## config.mk

```make
export PLATFORM = sky130hd
export DESIGN_NAME = state_variable_filter
export DESIGN_NICKNAME = d
export VERILOG_FILES = /design/src/rtl/svf_pkg.sv /design/src/rtl/svf_mul.sv /design/src/rtl/svf_cfg.sv /design/src/rtl/state_variable_filter.sv
export SDC_FILE = /design/constraint.sdc
export NUM_CORES = 2
export LEC_CHECK = 0
export BUFFER_PORTS_ARGS = -buffer_cell sky130_fd_sc_hd__buf_4
export CORE_MARGIN = 2
export CORE_UTILIZATION = 40
export DETAILED_ROUTE_END_ITERATION = 12
export PLACE_DENSITY = 0.64
export SYNTH_ARGS = -nofsm -noshare
export SYNTH_HDL_FRONTEND = slang
export SYNTH_SLANG_ARGS = --single-unit
```

## constraint.sdc

```tcl
create_clock -name clk -period 7.6 [get_ports clk]
set_input_delay 0 -clock clk [delete_from_list [all_inputs] [get_ports clk]]
set_output_delay 0 -clock clk [all_outputs]
set_load 0.02 [all_outputs]
```

## src/rtl/svf_pkg.sv

```systemverilog
// Shared constants, register codes and types for the state variable filter.
package svf_pkg;

	// Default widths of the sample path and the integrator state
	localparam int SAMPLE_WIDTH_DEF = 24;
	localparam int STATE_WIDTH_DEF  = 32;

	// Coefficient format: unsigned Q.22
	localparam int FRAC_BITS   = 22;
	localparam int COEF_WIDTH  = 24;
	localparam int FREQ_WIDTH  = 23;
	localparam int DAMP_WIDTH  = 24;
	localparam int LEVEL_WIDTH = 23;

	// Upper limits applied when a register is written
	localparam int FREQ_MAX  = 5931642;
	localparam int DAMP_MAX  = 8388608;
	localparam int LEVEL_MAX = 4194304;

	// Register map
	localparam int REG_IDX_WIDTH = 3;
	localparam logic [REG_IDX_WIDTH-1:0] REG_FREQ  = REG_IDX_WIDTH'(0);
	localparam logic [REG_IDX_WIDTH-1:0] REG_DAMP  = REG_IDX_WIDTH'(1);
	localparam logic [REG_IDX_WIDTH-1:0] REG_LOW   = REG_IDX_WIDTH'(2);
	localparam logic [REG_IDX_WIDTH-1:0] REG_BAND  = REG_IDX_WIDTH'(3);
	localparam logic [REG_IDX_WIDTH-1:0] REG_HIGH  = REG_IDX_WIDTH'(4);
	localparam logic [REG_IDX_WIDTH-1:0] REG_NOTCH = REG_IDX_WIDTH'(5);
	localparam logic [REG_IDX_WIDTH-1:0] REG_PEAK  = REG_IDX_WIDTH'(6);

	// Clipped register contents as seen by the datapath
	typedef struct packed {
		logic [FREQ_WIDTH-1:0]  freq;
		logic [DAMP_WIDTH-1:0]  damp;
		logic [LEVEL_WIDTH-1:0] low_lvl;
		logic [LEVEL_WIDTH-1:0] band_lvl;
		logic [LEVEL_WIDTH-1:0] high_lvl;
		logic [LEVEL_WIDTH-1:0] notch_lvl;
		logic [LEVEL_WIDTH-1:0] peak_lvl;
	} cfg_t;

endpackage

```

## src/rtl/svf_mul.sv

```systemverilog
// Shared multi-cycle multiplier: floor(a * c / 2^22) from two partial products.
module svf_mul #(
	parameter int OP_WIDTH = svf_pkg::STATE_WIDTH_DEF + 2
) (
	input  logic                                 clk,
	input  logic                                 arst_n,
	input  logic                                 start,
	input  logic signed [OP_WIDTH-1:0]           a,
	input  logic        [svf_pkg::COEF_WIDTH-1:0] c,
	output logic                                 done,
	output logic signed [OP_WIDTH+1:0]           res
);

	localparam int LO_W   = (OP_WIDTH + 1) / 2;
	localparam int HI_W   = OP_WIDTH - LO_W;
	localparam int MA_W   = LO_W + 1;
	localparam int PP_W   = MA_W + svf_pkg::COEF_WIDTH + 1;
	localparam int FULL_W = OP_WIDTH + svf_pkg::COEF_WIDTH + 1;
	localparam int RES_W  = OP_WIDTH + 2;

	localparam logic [1:0] PH_LO  = 2'd0;
	localparam logic [1:0] PH_HI  = 2'd1;
	localparam logic [1:0] PH_SUM = 2'd2;

	logic                               busy_q;
	logic [1:0]                         ph_q;
	logic                               done_q;
	logic signed [OP_WIDTH-1:0]         a_q;
	logic        [svf_pkg::COEF_WIDTH-1:0] c_q;
	logic signed [PP_W-1:0]             pp_lo_q;
	logic signed [PP_W-1:0]             pp_hi_q;
	logic signed [RES_W-1:0]            res_q;

	logic signed [MA_W-1:0]                  op_sel;
	logic signed [svf_pkg::COEF_WIDTH:0]     c_sg;
	logic signed [PP_W-1:0]                  pp;
	logic signed [FULL_W-1:0]                hi_ext;
	logic signed [FULL_W-1:0]                lo_ext;
	logic signed [FULL_W-1:0]                full;

	// Low half zero-extended, high half sign-extended, through one multiplier
	always_comb begin
		if (ph_q == PH_LO) begin
			op_sel = $signed({1'b0, a_q[LO_W-1:0]});
		end else begin
			op_sel = $signed({{(MA_W-HI_W){a_q[OP_WIDTH-1]}}, a_q[OP_WIDTH-1:LO_W]});
		end
	end

	assign c_sg = $signed({1'b0, c_q});
	assign pp   = op_sel * c_sg;

	// Recombine the partial products and drop the fraction (floor)
	assign hi_ext = FULL_W'(pp_hi_q);
	assign lo_ext = FULL_W'(pp_lo_q);
	assign full   = (hi_ext <<< LO_W) + lo_ext;

	// Phase control
	always_ff @(posedge clk or negedge arst_n) begin
		if (!arst_n) begin
			busy_q <= 1'b0;
			ph_q   <= PH_LO;
			done_q <= 1'b0;
		end else begin
			done_q <= 1'b0;
			if (!busy_q) begin
				if (start) begin
					busy_q <= 1'b1;
					ph_q   <= PH_LO;
				end
			end else begin
				case (ph_q)
					PH_LO:   ph_q <= PH_HI;
					PH_HI:   ph_q <= PH_SUM;
					PH_SUM: begin
						busy_q <= 1'b0;
						done_q <= 1'b1;
						ph_q   <= PH_LO;
					end
					default: ph_q <= PH_LO;
				endcase
			end
		end
	end

	// Operand latch and partial product registers
	always_ff @(posedge clk) begin
		if (!busy_q && start) begin
			a_q <= a;
			c_q <= c;
		end
		if (busy_q && ph_q == PH_LO) pp_lo_q <= pp;
		if (busy_q && ph_q == PH_HI) pp_hi_q <= pp;
		if (busy_q && ph_q == PH_SUM) res_q <= $signed(full[svf_pkg::FRAC_BITS +: RES_W]);
	end

	assign done = done_q;
	assign res  = res_q;

endmodule

```

## src/rtl/svf_cfg.sv

```systemverilog
// Configuration register file with range clipping on write.
module svf_cfg (
	input  logic                                   clk,
	input  logic                                   arst_n,
	input  logic                                   wr_en,
	input  logic [svf_pkg::REG_IDX_WIDTH-1:0]      index,
	input  logic [svf_pkg::COEF_WIDTH-1:0]         data,
	output svf_pkg::cfg_t                          cfg
);

	svf_pkg::cfg_t                        cfg_q;
	logic [svf_pkg::FREQ_WIDTH-1:0]       freq_w;
	logic [svf_pkg::FREQ_WIDTH-1:0]       freq_clip;
	logic [svf_pkg::DAMP_WIDTH-1:0]       damp_w;
	logic [svf_pkg::DAMP_WIDTH-1:0]       damp_clip;
	logic [svf_pkg::LEVEL_WIDTH-1:0]      lvl_w;
	logic [svf_pkg::LEVEL_WIDTH-1:0]      lvl_clip;

	// Drop the upper bits, then clamp to the legal maximum
	always_comb begin
		freq_w = data[svf_pkg::FREQ_WIDTH-1:0];
		damp_w = data[svf_pkg::DAMP_WIDTH-1:0];
		lvl_w  = data[svf_pkg::LEVEL_WIDTH-1:0];
		freq_clip = (freq_w > svf_pkg::FREQ_WIDTH'(svf_pkg::FREQ_MAX)) ?
			svf_pkg::FREQ_WIDTH'(svf_pkg::FREQ_MAX) : freq_w;
		damp_clip = (damp_w > svf_pkg::DAMP_WIDTH'(svf_pkg::DAMP_MAX)) ?
			svf_pkg::DAMP_WIDTH'(svf_pkg::DAMP_MAX) : damp_w;
		lvl_clip  = (lvl_w > svf_pkg::LEVEL_WIDTH'(svf_pkg::LEVEL_MAX)) ?
			svf_pkg::LEVEL_WIDTH'(svf_pkg::LEVEL_MAX) : lvl_w;
	end

	// Register writes; unknown indexes are ignored
	always_ff @(posedge clk or negedge arst_n) begin
		if (!arst_n) begin
			cfg_q.freq      <= '0;
			cfg_q.damp      <= '0;
			cfg_q.low_lvl   <= svf_pkg::LEVEL_WIDTH'(svf_pkg::LEVEL_MAX);
			cfg_q.band_lvl  <= '0;
			cfg_q.high_lvl  <= '0;
			cfg_q.notch_lvl <= '0;
			cfg_q.peak_lvl  <= '0;
		end else if (wr_en) begin
			case (index)
				svf_pkg::REG_FREQ:  cfg_q.freq      <= freq_clip;
				svf_pkg::REG_DAMP:  cfg_q.damp      <= damp_clip;
				svf_pkg::REG_LOW:   cfg_q.low_lvl   <= lvl_clip;
				svf_pkg::REG_BAND:  cfg_q.band_lvl  <= lvl_clip;
				svf_pkg::REG_HIGH:  cfg_q.high_lvl  <= lvl_clip;
				svf_pkg::REG_NOTCH: cfg_q.notch_lvl <= lvl_clip;
				svf_pkg::REG_PEAK:  cfg_q.peak_lvl  <= lvl_clip;
				default: ;
			endcase
		end
	end

	assign cfg = cfg_q;

endmodule

```

## src/rtl/state_variable_filter.sv

```systemverilog
// Words are taken one at a time; in_ready returns with the result.
// Each sample uses the shared multiplier 11 times, plus two high-pass steps, the output
// step and the idle state in which the next word is taken.
// A result not yet taken holds the final step until out_ready; a new word may then enter.
// Reset (arst_n low) clears both integrators, loads register defaults (low level 1.0,
// all else 0) and drops any pending result.
module state_variable_filter #(
	parameter int SAMPLE_WIDTH = svf_pkg::SAMPLE_WIDTH_DEF,
	parameter int STATE_WIDTH  = svf_pkg::STATE_WIDTH_DEF
) (
	input  logic                                  clk,
	input  logic                                  arst_n,
	input  logic                                  in_valid,
	output logic                                  in_ready,
	input  logic signed [SAMPLE_WIDTH-1:0]        in_sample,
	output logic                                  out_valid,
	input  logic                                  out_ready,
	output logic signed [SAMPLE_WIDTH-1:0]        out_sample,
	input  logic                                  cfg_wr_en,
	input  logic [svf_pkg::REG_IDX_WIDTH-1:0]     cfg_index,
	input  logic [svf_pkg::COEF_WIDTH-1:0]        cfg_data
);

	localparam int SW   = SAMPLE_WIDTH;
	localparam int W    = STATE_WIDTH;
	localparam int SUMW = W + 2;
	localparam int MRW  = SUMW + 2;
	localparam int XW   = ((SW > W) ? SW : W) + 6;

	localparam logic signed [XW-1:0] ST_MAX  = {{(XW-W+1){1'b0}}, {(W-1){1'b1}}};
	localparam logic signed [XW-1:0] ST_MIN  = {{(XW-W+1){1'b1}}, {(W-1){1'b0}}};
	localparam logic signed [XW-1:0] SMP_MAX = {{(XW-SW+1){1'b0}}, {(SW-1){1'b1}}};
	localparam logic signed [XW-1:0] SMP_MIN = {{(XW-SW+1){1'b1}}, {(SW-1){1'b0}}};

	// Sequencer states
	localparam logic [2:0] S_IDLE  = 3'd0;
	localparam logic [2:0] S_NOTCH = 3'd1;
	localparam logic [2:0] S_LOW   = 3'd2;
	localparam logic [2:0] S_HIGH  = 3'd3;
	localparam logic [2:0] S_BAND  = 3'd4;
	localparam logic [2:0] S_MIX   = 3'd5;
	localparam logic [2:0] S_OUT   = 3'd6;

	// Mix term order
	localparam logic [2:0] MIX_LOW   = 3'd0;
	localparam logic [2:0] MIX_BAND  = 3'd1;
	localparam logic [2:0] MIX_HIGH  = 3'd2;
	localparam logic [2:0] MIX_NOTCH = 3'd3;
	localparam logic [2:0] MIX_PEAK  = 3'd4;

	function automatic logic signed [W-1:0] sat_st(input logic signed [XW-1:0] v);
		if (v > ST_MAX) return ST_MAX[W-1:0];
		if (v < ST_MIN) return ST_MIN[W-1:0];
		return v[W-1:0];
	endfunction

	function automatic logic signed [SW-1:0] sat_smp(input logic signed [XW-1:0] v);
		if (v > SMP_MAX) return SMP_MAX[SW-1:0];
		if (v < SMP_MIN) return SMP_MIN[SW-1:0];
		return v[SW-1:0];
	endfunction

	svf_pkg::cfg_t cfg;

	logic [2:0]               state_q;
	logic                     pend_q;
	logic                     pass_q;
	logic [2:0]               mix_q;
	logic signed [SW-1:0]     x_q;
	logic signed [W-1:0]      low_q;
	logic signed [W-1:0]      band_q;
	logic signed [W-1:0]      notch_q;
	logic signed [W-1:0]      high_q;
	logic signed [SUMW-1:0]   s_low_q;
	logic signed [SUMW-1:0]   s_band_q;
	logic signed [SUMW-1:0]   s_high_q;
	logic signed [SUMW-1:0]   s_notch_q;
	logic signed [SUMW-1:0]   s_peak_q;
	logic signed [XW-1:0]     acc_q;
	logic                     out_valid_q;
	logic signed [SW-1:0]     out_sample_q;

	logic                               mul_state;
	logic                               mul_start;
	logic                               mul_done;
	logic signed [SUMW-1:0]             mul_a;
	logic [svf_pkg::COEF_WIDTH-1:0]     mul_c;
	logic signed [MRW-1:0]              mul_res;
	logic signed [XW-1:0]               mres_x;
	logic signed [W-1:0]                notch_new;
	logic signed [W-1:0]                low_new;
	logic signed [W-1:0]                high_new;
	logic signed [W-1:0]                band_new;
	logic signed [SUMW-1:0]             peak_term;
	logic signed [SW-1:0]               out_new;

	svf_cfg u_cfg (
		.clk    (clk),
		.arst_n (arst_n),
		.wr_en  (cfg_wr_en),
		.index  (cfg_index),
		.data   (cfg_data),
		.cfg    (cfg)
	);

	svf_mul #(
		.OP_WIDTH (SUMW)
	) u_mul (
		.clk    (clk),
		.arst_n (arst_n),
		.start  (mul_start),
		.a      (mul_a),
		.c      (mul_c),
		.done   (mul_done),
		.res    (mul_res)
	);

	// Multiplier operand select per step
	always_comb begin
		mul_a = '0;
		mul_c = '0;
		case (state_q)
			S_NOTCH: begin
				mul_a = SUMW'(band_q);
				mul_c = cfg.damp;
			end
			S_LOW: begin
				mul_a = SUMW'(band_q);
				mul_c = svf_pkg::COEF_WIDTH'(cfg.freq);
			end
			S_BAND: begin
				mul_a = SUMW'(high_q);
				mul_c = svf_pkg::COEF_WIDTH'(cfg.freq);
			end
			S_MIX: begin
				case (mix_q)
					MIX_LOW: begin
						mul_a = s_low_q;
						mul_c = svf_pkg::COEF_WIDTH'(cfg.low_lvl);
					end
					MIX_BAND: begin
						mul_a = s_band_q;
						mul_c = svf_pkg::COEF_WIDTH'(cfg.band_lvl);
					end
					MIX_HIGH: begin
						mul_a = s_high_q;
						mul_c = svf_pkg::COEF_WIDTH'(cfg.high_lvl);
					end
					MIX_NOTCH: begin
						mul_a = s_notch_q;
						mul_c = svf_pkg::COEF_WIDTH'(cfg.notch_lvl);
					end
					MIX_PEAK: begin
						mul_a = s_peak_q;
						mul_c = svf_pkg::COEF_WIDTH'(cfg.peak_lvl);
					end
					default: ;
				endcase
			end
			default: ;
		endcase
	end

	assign mul_state = (state_q == S_NOTCH) || (state_q == S_LOW) ||
		(state_q == S_BAND) || (state_q == S_MIX);
	assign mul_start = mul_state && !pend_q;

	// Saturating updates of the filter variables
	assign mres_x    = XW'(mul_res);
	assign notch_new = sat_st(XW'(x_q) - mres_x);
	assign low_new   = sat_st(XW'(low_q) + mres_x);
	assign high_new  = sat_st(XW'(notch_q) - XW'(low_q));
	assign band_new  = sat_st(mres_x + XW'(band_q));
	assign peak_term = SUMW'(low_q) - SUMW'(high_new);
	assign out_new   = sat_smp(acc_q >>> 1);

	// Sequencer: two filter passes, then the five-term mix
	always_ff @(posedge clk or negedge arst_n) begin
		if (!arst_n) begin
			state_q      <= S_IDLE;
			pend_q       <= 1'b0;
			pass_q       <= 1'b0;
			mix_q        <= MIX_LOW;
			x_q          <= '0;
			low_q        <= '0;
			band_q       <= '0;
			notch_q      <= '0;
			high_q       <= '0;
			s_low_q      <= '0;
			s_band_q     <= '0;
			s_high_q     <= '0;
			s_notch_q    <= '0;
			s_peak_q     <= '0;
			acc_q        <= '0;
			out_valid_q  <= 1'b0;
			out_sample_q <= '0;
		end else begin
			// S_OUT reloads the output word itself
			if (out_valid_q && out_ready && (state_q != S_OUT)) out_valid_q <= 1'b0;
			if (mul_start) pend_q <= 1'b1;
			if (mul_done) pend_q <= 1'b0;
			case (state_q)
				S_IDLE: begin
					if (in_valid) begin
						x_q       <= in_sample;
						pass_q    <= 1'b0;
						s_low_q   <= '0;
						s_band_q  <= '0;
						s_high_q  <= '0;
						s_notch_q <= '0;
						s_peak_q  <= '0;
						acc_q     <= '0;
						state_q   <= S_NOTCH;
					end
				end
				S_NOTCH: begin
					if (mul_done) begin
						notch_q <= notch_new;
						state_q <= S_LOW;
					end
				end
				S_LOW: begin
					if (mul_done) begin
						low_q   <= low_new;
						state_q <= S_HIGH;
					end
				end
				S_HIGH: begin
					high_q    <= high_new;
					s_low_q   <= s_low_q + SUMW'(low_q);
					s_notch_q <= s_notch_q + SUMW'(notch_q);
					s_high_q  <= s_high_q + SUMW'(high_new);
					s_peak_q  <= s_peak_q + peak_term;
					state_q   <= S_BAND;
				end
				S_BAND: begin
					if (mul_done) begin
						band_q   <= band_new;
						s_band_q <= s_band_q + SUMW'(band_new);
						if (pass_q) begin
							mix_q   <= MIX_LOW;
							state_q <= S_MIX;
						end else begin
							pass_q  <= 1'b1;
							state_q <= S_NOTCH;
						end
					end
				end
				S_MIX: begin
					if (mul_done) begin
						acc_q <= acc_q + mres_x;
						if (mix_q == MIX_PEAK) begin
							state_q <= S_OUT;
						end else begin
							mix_q <= mix_q + 3'd1;
						end
					end
				end
				S_OUT: begin
					if (!out_valid_q || out_ready) begin
						out_sample_q <= out_new;
						out_valid_q  <= 1'b1;
						state_q      <= S_IDLE;
					end
				end
				default: state_q <= S_IDLE;
			endcase
		end
	end

	assign in_ready   = (state_q == S_IDLE);
	assign out_valid  = out_valid_q;
	assign out_sample = out_sample_q;

endmodule

```

==> impl_metrics.ini <==
[synthesis]
synthAdderAreaFrac_pct = 23.7
ys_seq_elements = 720
async_flop_share_pct = 77.6
yosysUniqueCellTypes = 94
synth_nets = 7815
synth_common_cells = 916 x nand2_1, 632 x inv_1, 587 x o21ai_0
synth.area.mux_share_pct = 0.712
synth_area_leaders = dfrtp_1 23%, fa_1 13%, ha_1 11%
synth_edf_count = 161
synth_top_family_by_area = adder cells
synth-xor-area-share_pct = 4.68
yosysTopAreaCell = dfrtp_1
synth_compound_area_share_pct = 20.4
yosysMostFrequentCell = nand2_1
syn_area_per_cell_sq_um = 9.06
synth_seq_area_share_pct = 30.4
synthDominantCellAreaShare_pct = 22.6
synth_flop_cell = dfrtp_1
synthesis.area_sq_um = 61900
synth_cells = 6832
yosys.area_share.simple_pct = 14.5
synth_warnings = 0

[detailed_routing]
vias = 53200
drt_pass1_iterations = 8
drc = 0
drt-initial-drc-count = 5633
viasPerCell = 5.82
wirelength_um = 209000
wl_per_cell_um = 22.8
ant_nets = 0

[clock_tree]
clock-root-buffer = clkbuf_16
clkLatencyLatePin_ns = 0.73
clock_path_buffers = 3
path_clk_slew_ns = 0.06
numCtsBuffers = 84
cts_tree = built
clkSinkCount = 720
cts.htree.levels = 3

[die]
core_area_sq_um = 154000
ioPinCount = 82
start_util_pct = 40.2
die-height_um = 397
die_x_um = 397
rows = 144
die_area_sq_um = 158000

[placement]
place_area_sq_um = 66100
dp_hpwl_um = 159000
place_congestion = 0.969
portBuffers = 81
dpl.cell_count = 8914

[critical_path]
cpMostUsedCell = fa_1
critPathSlowestCell = fa_1
timing.rr.end = u_mul.pp_lo_q[28]
r2r-start = u_mul.ph_q[0]
critPathRequiredTime_ns = 8.03
worst_setup_path_end_kind = register
worstSetupStartpointType = register
path_class = register to register
arrival_ns = 7.75
setup.worst_path.start = u_mul.ph_q[0]
critPathTopFamily = adder cells
rrSetupSlack_ns = 0.28
r2r_cells = 26
worst-path-buf-inv = 6
timing.critical_path.fanout_max = 18
crit_end = u_mul.pp_lo_q[28]
crit_cells = 26
cpPeakStageDelay_ns = 0.54

[sta]
fin_skew_ns = 0.0556
drv_slew = 0
relSlewSlack_pct = 7.44
fmax_ghz = 0.137
fin_crit_sh_pct = 96.4
worst_slew_pin_slew_ns = 1.35
post-route-min-period_ns = 7.32
setup_violations = 0
whs_ns = 0.0485
finalSetupTns_ns = 0
hold_viol_final = 0

[run_status]
outcome = finished clean

[finish]
stdcell_count = 9143
drive_gt1_share_pct = 8.57
area_growth_pct = 13.0
stdcell_area_sq_um = 69900
fin_nets = 8007

[global_routing]
use_met3_pct = 5.25
grt.busiest_layer = met2
use_met2_pct = 39.2
grt_max_degree = 183
use_met1_pct = 37.6
grt_pass1_wl_um = 318000
grt_pass1_vias = 51900
antenna_found_initial = 8
gr-total-overflow = 0
track_usage_pct = 26.2

[hold_path]
min_path_type = input pin to register

[job]
maxCapViolCount = 0
## layer usage
layer | vias to the layer above | part of all wire [%] | routed length (um)
li1 | 24400 | - | -
met1 | 26300 | 44 | 91300
met2 | 2211 | 43 | 90300
met3 | 341 | 9.5 | 19900
met4 | 0 | 3.4 | 7200
met5 | - | 0 | 0
## placed cells by master (no fill, tap or decap), types with 19 or more instances in the layout
cell,count
nor2_1,289
inv_1,632
a31oi_1,59
nand4_1,29
ha_1,532
o211ai_1,35
or3_1,27
o21ai_0,583
edfxtp_1,161
nor2b_1,106
o31ai_1,39
o21bai_1,54
nor3_1,79
nand2b_1,88
a22o_1,52
xor2_1,142
clkbuf_16,86
o21ai_1,20
xnor2_1,187
a21oi_1,357
o21a_1,67
and3_1,45
a222oi_1,57
buf_4,326
fa_1,394
a221o_1,44
a22oi_1,112
o22ai_1,32
a21o_1,194
nand2_1,914
clkbuf_1,19
dfrtp_1,558
or2_2,36
dlygate4sd3_1,63
nand3_1,137
and2_1,101
a211oi_1,49
## sequential cells by signal, indices dropped and copies added, names as in the netlist, 24 cells and up
signal	cells
s_low_q	34
s_peak_q	34
high_q	32
s_band_q	34
u_mul.c_q	24
acc_q	38
band_q	32
out_sample	24
u_mul.pp_lo_q	26
x_q	24
s_notch_q	34
u_mul.res	36
u_mul.pp_hi_q	41
u_cfg.cfg	162
low_q	32
s_high_q	34
notch_q	32
u_mul.a_q	34
## cell type report
cell class                 count  area (sq um)
fill                       14700         83900
antenna                        3          7.51
inverter                     633          2380
clock inverter                42           678
timing repair buffer         398          3260
sequential                   720         18800
tap                         2044          2560
clock buffer                 116          2370
multi-input combinational   5187         39900
## tightest hold or removal path: cells and delay by family
kind,cells,cell delay (ns)
AND/OR/NAND/NOR,2,0.09
buffers and inverters,2,0.61
## cell families (layout without fill, tap and decap cells)
logic type | Yosys count | count (layout)
adders and majority gates | 936 | 936
AOI/OAI and AO/OA | 1934 | 1934
muxes | 41 | 41
other | 0 | 3
xor gates and xnor gates | 331 | 331
DFF | 720 | 720
buffers and inverters | 925 | 1189
and+or+nand+nor | 1945 | 1945
## worst min-delay path by stage
stage | startpoint | end | slack (ns) | cells after the start
after floorplan | arst_n | acc_q[0] | -0.30 | 0
after global placement | arst_n | s_notch_q[10] | 0.02 | 1
after detailed placement | arst_n | s_notch_q[10] | 0.02 | 1
after CTS | in_sample[4] | x_q[4] | 0.004 | 4
after global routing | in_sample[18] | x_q[18] | 0.06 | 4
final | in_sample[13] | x_q[13] | 0.05 | 4
## metrics by stage
| step | utilization (%) | worst slack (ns) |
|---|---|---|
| 2_1_floorplan | - | 0.129 |
| 3_3_place_gp | 42.9 | 0.0623 |
| 3_5_place_dp | 42.9 | 0.0288 |
| 4_1_cts | 45.4 | 0.00266 |
| 5_1_grt | 45.4 | -0.0585 |
| 6_report | 45.5 | 0.277 |
## repair_timing
| action | CTS | global route |
|---|---|---|
| hold endpoints to repair | 290 | 0 |
| hold buffers | 64 | 0 |
| setup buffers | 0 | 4 |
| setup endpoints to repair | 0 | 33 |
| gates resized for setup | 0 | 24 |
Power is left out: the tool's default activity adds up to more than one toggle a clock period on the data nets, which glitch-free logic cannot reach.
